$ cat src/sv/dpbp_pkg.sv
// Shared types and constants for the depth pixel back-projection block.
// Used by dpbp_divider and depth_pixel_backprojection_top; depends on nothing.
package dpbp_pkg;

	// Field widths of one pixel request and one point result.
	localparam int COORD_W = 12;
	localparam int DEPTH_W = 16;
	localparam int MASK_W  = 8;
	localparam int COLOR_W = 8;
	localparam int POS_W   = 32;
	localparam int FOCAL_W = 16;
	localparam int CFG_W   = 16;

	localparam int IN_W  = 2 * COORD_W + DEPTH_W + MASK_W + 3 * COLOR_W;
	localparam int OUT_W = 2 * POS_W + DEPTH_W + 3 * COLOR_W;

	// Restoring division steps done by each divider pipeline stage.
	localparam int STEPS_PER_STAGE = 4;

	typedef enum logic [2:0] {
		REG_FOCAL_X    = 3'd0,
		REG_FOCAL_Y    = 3'd1,
		REG_CENTER_X   = 3'd2,
		REG_CENTER_Y   = 3'd3,
		REG_MASK_THR   = 3'd4,
		REG_DEPTH_MIN  = 3'd5,
		REG_DEPTH_MAX  = 3'd6
	} reg_idx_t;

	localparam logic [MASK_W-1:0]  MASK_THR_RESET  = 8'd128;
	localparam logic [DEPTH_W-1:0] DEPTH_MIN_RESET = 16'd100;
	localparam logic [DEPTH_W-1:0] DEPTH_MAX_RESET = 16'd4000;

	typedef struct packed {
		logic [COLOR_W-1:0] blue;
		logic [COLOR_W-1:0] green;
		logic [COLOR_W-1:0] red;
	} color_t;

endpackage

$ cat src/sv/dpbp_divider.sv
// Pipelined restoring divider: unsigned numerator by a 16-bit divisor,
// several quotient bits per stage. Depends on dpbp_pkg.
module dpbp_divider #(
	parameter int NUM_W = 36,
	parameter int DEN_W = 16
) (
	input  logic                 clk,
	input  logic                 en,
	input  logic [NUM_W-1:0]     num,
	input  logic [DEN_W-1:0]     den,
	output logic [((NUM_W + dpbp_pkg::STEPS_PER_STAGE - 1) / dpbp_pkg::STEPS_PER_STAGE)
		* dpbp_pkg::STEPS_PER_STAGE - 1:0] quot
);
	import dpbp_pkg::*;

	localparam int STAGES = (NUM_W + STEPS_PER_STAGE - 1) / STEPS_PER_STAGE;
	localparam int PAD_W  = STAGES * STEPS_PER_STAGE;

	// Numerator bits leave the top of the shift word while quotient bits
	// enter at the bottom, so the last stage holds the whole quotient.
	logic [DEN_W-1:0] rem_s   [STAGES];
	logic [PAD_W-1:0] shift_s [STAGES];

	for (genvar k = 0; k < STAGES; k++) begin : g_stage
		logic [DEN_W-1:0] rem_in;
		logic [PAD_W-1:0] shift_in;
		logic [DEN_W-1:0] rem_nx;
		logic [PAD_W-1:0] shift_nx;

		if (k == 0) begin : g_first
			assign rem_in   = '0;
			assign shift_in = PAD_W'(num);
		end else begin : g_next
			assign rem_in   = rem_s[k-1];
			assign shift_in = shift_s[k-1];
		end

		always_comb begin
			logic [DEN_W:0] trial;
			rem_nx   = rem_in;
			shift_nx = shift_in;
			for (int j = 0; j < STEPS_PER_STAGE; j++) begin
				trial    = {rem_nx, shift_nx[PAD_W-1]};
				shift_nx = {shift_nx[PAD_W-2:0], 1'b0};
				if (trial >= {1'b0, den}) begin
					trial       = trial - {1'b0, den};
					shift_nx[0] = 1'b1;
				end
				rem_nx = trial[DEN_W-1:0];
			end
		end

		always_ff @(posedge clk) begin
			if (en) begin
				rem_s[k]   <= rem_nx;
				shift_s[k] <= shift_nx;
			end
		end
	end

	assign quot = shift_s[STAGES-1];

endmodule

$ cat config.mk
export PLATFORM = sky130hd
export DESIGN_NAME = dpbp_divider
export DESIGN_NICKNAME = d
export VERILOG_FILES = /design/src/sv/dpbp_pkg.sv /design/src/sv/dpbp_divider.sv
export SDC_FILE = /design/constraint.sdc
export NUM_CORES = 2
export LEC_CHECK = 0
export BUFFER_PORTS_ARGS = -buffer_cell sky130_fd_sc_hd__buf_2
export CORE_MARGIN = 5
export CORE_UTILIZATION = 55
export DETAILED_ROUTE_END_ITERATION = 6
export PLACE_DENSITY = 0.71
export SETUP_SLACK_MARGIN = 0.02
export SYNTH_ARGS = -nofsm -noshare
export SYNTH_HDL_FRONTEND = slang
export SYNTH_SLANG_ARGS = --single-unit
$ cat constraint.sdc
create_clock -name clk -period 18.1 [get_ports clk]
set_clock_uncertainty 0.2 [all_clocks]
set_input_delay 2.715 -clock clk [delete_from_list [all_inputs] [get_ports clk]]
set_output_delay 2.715 -clock clk [all_outputs]
set_load 0.005 [all_outputs]
-- Word-level counts from Yosys, hierarchy flattened
Memories as Yosys holds them, arrays and structs flattened.
Cells that the tools add are included.
- muxes and demuxes: 74
- order comparisons: 36
- add/subtract/negate cells: 36
- operators with widths (operator ; number):
    greater-or-equal comparator 17 x 16 -> 1 bit ; 35
    2-to-1 mux 16 bit ; 36
    subtractor 16 bit ; 35
    2-to-1 mux 1 bit ; 38
    greater-or-equal comparator 1 x 16 -> 1 bit ; 1
    subtractor 1 x 16 -> 16 bit ; 1
- output and inout bits: 36
- word-level logic and storage cells: 148
- RAM bits: 468
- input port bits: 54
- memories kept: 2
- flip-flop bits (word level): 0
- memories (name ; depth ; width ; rd ports ; clocked after memory_dff ; write ports ; RTL line ; text):
    shift_s ; 9 ; 36 ; 9 ; 0 ; 9 ; dpbp_divider.sv:22 ; logic [PAD_W-1:0] shift_s [STAGES];
    rem_s ; 9 ; 16 ; 8 ; 0 ; 9 ; dpbp_divider.sv:21 ; logic [DEN_W-1:0] rem_s [STAGES];

-- Logic depth before layout (Yosys ltp)
An unclocked memory read counts as a cell.
- depth after elaboration: 9
- mapped depth: 52

-- Worst setup path before layout
Ideal clock, no wire load.
- path type: in2reg
- from: input port den[1]
- to: memory rem_s[7][11], in the netlist rem_s[0][123] (data pin)
- path buffers: 6
- arrival: 14.129 ns
- data required time: 17.638 ns
- stages on the path: 50
- slack: 3.509 ns
- library setup time: 0.262 ns
- cells stage by stage: inv_1 > ha_1 > nor2b_1 > o31a_1 > o31a_1 > o2111ai_1 > a31oi_1 > nand2b_1 > buf_2 > buf_1 > o21ai_0 > inv_1 > ha_1 > nor2b_1 > o31a_1 > o22ai_1 > o2111ai_1 > a21oi_1 > [14 not listed] > o21ai_0 > a221oi_2 > clkbuf_1 > nand2_1 > o21ai_0 > ha_1 > nor2b_1 > o21ai_0 > a21boi_0 > o21bai_1 > a211oi_1 > nand3_1 > a31oi_1 > o21ai_0 > a21boi_0 > nor4_4 > buf_6 > mux2_1
- RTL lines (what ; RTL line ; text):
    start: declaration ; dpbp_divider.sv:10 ; input logic [DEN_W-1:0] den,
    end: declaration ; dpbp_divider.sv:21 ;

==> impl_metrics.ini <==
[status]
run_status = complete, no violations

[cells_and_area]
fill_cells = 7114
drive_above_1_share = 0.1124
post_layout_nonfiller_instances = 5902
area_overhead_vs_synth_pct = 7.761
finalNetCount = 5456

[detailed_routing]
first_iter_violations = 2510
vias = 36580
post_drt_via_cell_ratio = 6.198
ant_nets = 0
drt_pre_antenna_iters = 5
post-route-drc-count = 0
wirelength_um = 116500
drt-wirelength-per-cell_um = 19.74

[cts]
post_cts_resize_count = 0
clock_sink_count = 452
worst_skew_pair.late_latency_ps = 620
cts.path.max_buffers = 3
tritoncts = yes
root_buffer = sky130_fd_sc_hd__clkbuf_16
path_clk_slew_ps = 60
cts_inserted_buffers = 51
cts.repair_timing.setup_buffer_count = 0
h-tree-depth = 2
post_cts_hold_buffer_count = 0

[critical_path]
timing.setup.critical_path_class = in2reg
worst_path_largest_cell_delay_ps = 760
endpoint_kind = register
crit_family = compound AO/OA/AOI/OAI gates
rr_startpoint = rem_s[0][96]
path_depth = 44
slack_of_the_worst_reg_to_reg_path_ps = 5280
critical_path.max_fanout = 24
critical_path_arrival_ps = 15310
crit_slowest_cell = sky130_fd_sc_hd__a221o_1
critical_path_buf_inv_count = 5
critPathRequiredTime_ps = 18260
worstReg2RegEnd = rem_s[0][115]
worst_r2r_path_depth = 42
critPathLaunchType = input port
cpMostUsedCell = sky130_fd_sc_hd__o21ai_0

[yosys]
leading_area_contributor_after_synthesis = sky130_fd_sc_hd__edfxtp_1
postSynthRegisterBits = 452
synth-edff-count = 452
yosys-top-cells-area = sky130_fd_sc_hd__edfxtp_1 (31%), sky130_fd_sc_hd__ha_1 (16%), sky130_fd_sc_hd__mux2_2 (6.0%)
synthesis.yosys.warnings = 0
fraction_of_synthesis_flops_using_an_asynchronous_set_or_reset_pin = 0
yosys.area.top_type_share = 0.3069
synthDistinctLibCells = 95
seq_area_frac_synth = 0.3069
synth_flop_cell = sky130_fd_sc_hd__edfxtp_1
post_synth_inst_count = 4687
synth_fp_nets = 5337
postSynthAreaPerCell_um2 = 9.435
mappedNetlistArea_um2 = 44220

[sta]
report.final.setup_viol = 0
finalSetupTns_ps = 0
hold_slack_ps = 213.8
timing.final.hold_violations = 0
max_slew_headroom_at_the_worst_pin = 0.2176
period_needed_ps = 15150
finalCritPeriodShare = 0.8371
worst-slew-pin-transition_ps = 1165
timing.final.ws_setup_ps = 2949
rsz0062_at_grt = false
final_report_max_slew_violation_count = 0
fmaxAchievable_mhz = 66.00

[placement]
portBuffers = 89
place.gp.congestion = 0.9286
preCtsSetupSlack_ps = 2490
dpl.cell_count = 5813
dp.final_hpwl_um = 87440

[floorplanning]
die_area_um2 = 86180
die_x_um = 293.6
placementRows = 104
ioPinCount = 90
die_y_um = 293.6
floorplan.core_area_um2 = 80160
initial_core_util = 0.5517

[global_routing]
via_count_of_the_first_global_routing_pass = 34840
grt_max_degree = 121
grt_pass1_wl_um = 183100
groute.usage.overall = 0.2592
grt-ovfl-total = 0
grt_antenna_before_repair = 1

[flow_run]
maxCapViolations = 0

[hold_path]
worst_hold_path_type = reg2reg
hold_end = shift_s[0][41]
min_from = shift_s[0][1]
number_of_stages_on_the_worst_hold_path = 0
-- cells in the mapped netlist (32+ instances only) --
cell type,instances
sky130_fd_sc_hd__a211oi_1,37
sky130_fd_sc_hd__a21o_1,132
sky130_fd_sc_hd__a21oi_1,409
sky130_fd_sc_hd__a31oi_1,39
sky130_fd_sc_hd__and3_1,35
sky130_fd_sc_hd__clkbuf_1,45
sky130_fd_sc_hd__edfxtp_1,452
sky130_fd_sc_hd__fa_1,34
sky130_fd_sc_hd__ha_1,562
sky130_fd_sc_hd__inv_1,231
sky130_fd_sc_hd__mux2_2,237
sky130_fd_sc_hd__mux2i_1,50
sky130_fd_sc_hd__nand2_1,304
sky130_fd_sc_hd__nand2b_1,81
sky130_fd_sc_hd__nand3_1,80
sky130_fd_sc_hd__nand4_1,99
sky130_fd_sc_hd__nor2_1,343
sky130_fd_sc_hd__nor2b_1,80
sky130_fd_sc_hd__nor3_1,96
sky130_fd_sc_hd__nor4_1,36
sky130_fd_sc_hd__o211ai_1,32
sky130_fd_sc_hd__o21a_1,100
sky130_fd_sc_hd__o21ai_0,296
sky130_fd_sc_hd__o21bai_1,46
sky130_fd_sc_hd__or3_1,36
sky130_fd_sc_hd__xnor2_1,243
sky130_fd_sc_hd__xor2_1,131
-- cell type report --
cell class,instances,area (um^2),share of cell area
clock inverter,30,260.3,0.005461
inverter,245,923.4,0.01938
timing repair buffer,140,850.8,0.01785
clock buffer,58,1303,0.02733
tap,1060,1326,0.02783
antenna,1,2.502,0.00005251
multi-input combinational,3916,29420,0.6173
sequential,452,13570,0.2848
-- how the worst max path moves through the flow --
stage,slack (ps),endpoint,from
final,2950,rem_s[0][110],den[10]
after global routing,1920,rem_s[0][115],den[10]
after CTS,3110,rem_s[0][110],den[10]
after detailed placement,2490,rem_s[0][110],den[10]
after global placement,2880,rem_s[0][97],den[10]
after floorplan,3510,rem_s[0][123],den[1]
-- cell families after synthesis --
| group | after synthesis | share of synthesized area |
|---|---|---|
| simple gates | 1283 | 0.1421 |
| xor+xnor | 374 | 0.07407 |
| fa+ha+maj | 596 | 0.1744 |
| mux | 326 | 0.08227 |
| compound gates | 1337 | 0.1922 |
| flops | 452 | 0.3069 |
| buf+inv | 319 | 0.02807 |
-- sequential cells by signal, summed over array words and instances (netlist names) --
signal,cells
rem_s,128
shift_s,324
-- layer usage --
| layer | global-route usage | vias to the layer above | part of all wire |
|---|---|---|---|
| met3 | 0.03485 | 235 | 0.060 |
| met4 | 0.08135 | 0 | 0.033 |
| met5 | 0 | - | 0 |
| li1 | - | 17970 | - |
| met1 | 0.3544 | 17320 | 0.45 |
| met2 | 0.4304 | 1056 | 0.46 |
-- layout by cell type (no fill, tap or decap), drive strengths merged, types with 81 or more instances in the layout --
| cell | instances |
|---|---|
| ha | 562 |
| edfxtp | 452 |
| a21oi | 409 |
| nor2 | 344 |
| nand2 | 305 |
| o21ai | 305 |
| mux2 | 276 |
| inv | 244 |
| xnor2 | 243 |
| buf | 140 |
| a21o | 132 |
| xor2 | 131 |
| o21a | 100 |
| nand4 | 99 |
| nor3 | 96 |
| nand2b | 81 |
-- per-stage QoR --
stage               utilization  area, um^2
floorplan                     -       44220
global placement         0.5750       46090
detailed placement       0.5750       46090
CTS                      0.5945       47650
global route             0.5945       47650
finish                   0.5945       47660
Power is not shown: default switching activity piles up to over one toggle a cycle in this logic, so the estimate is an artifact.
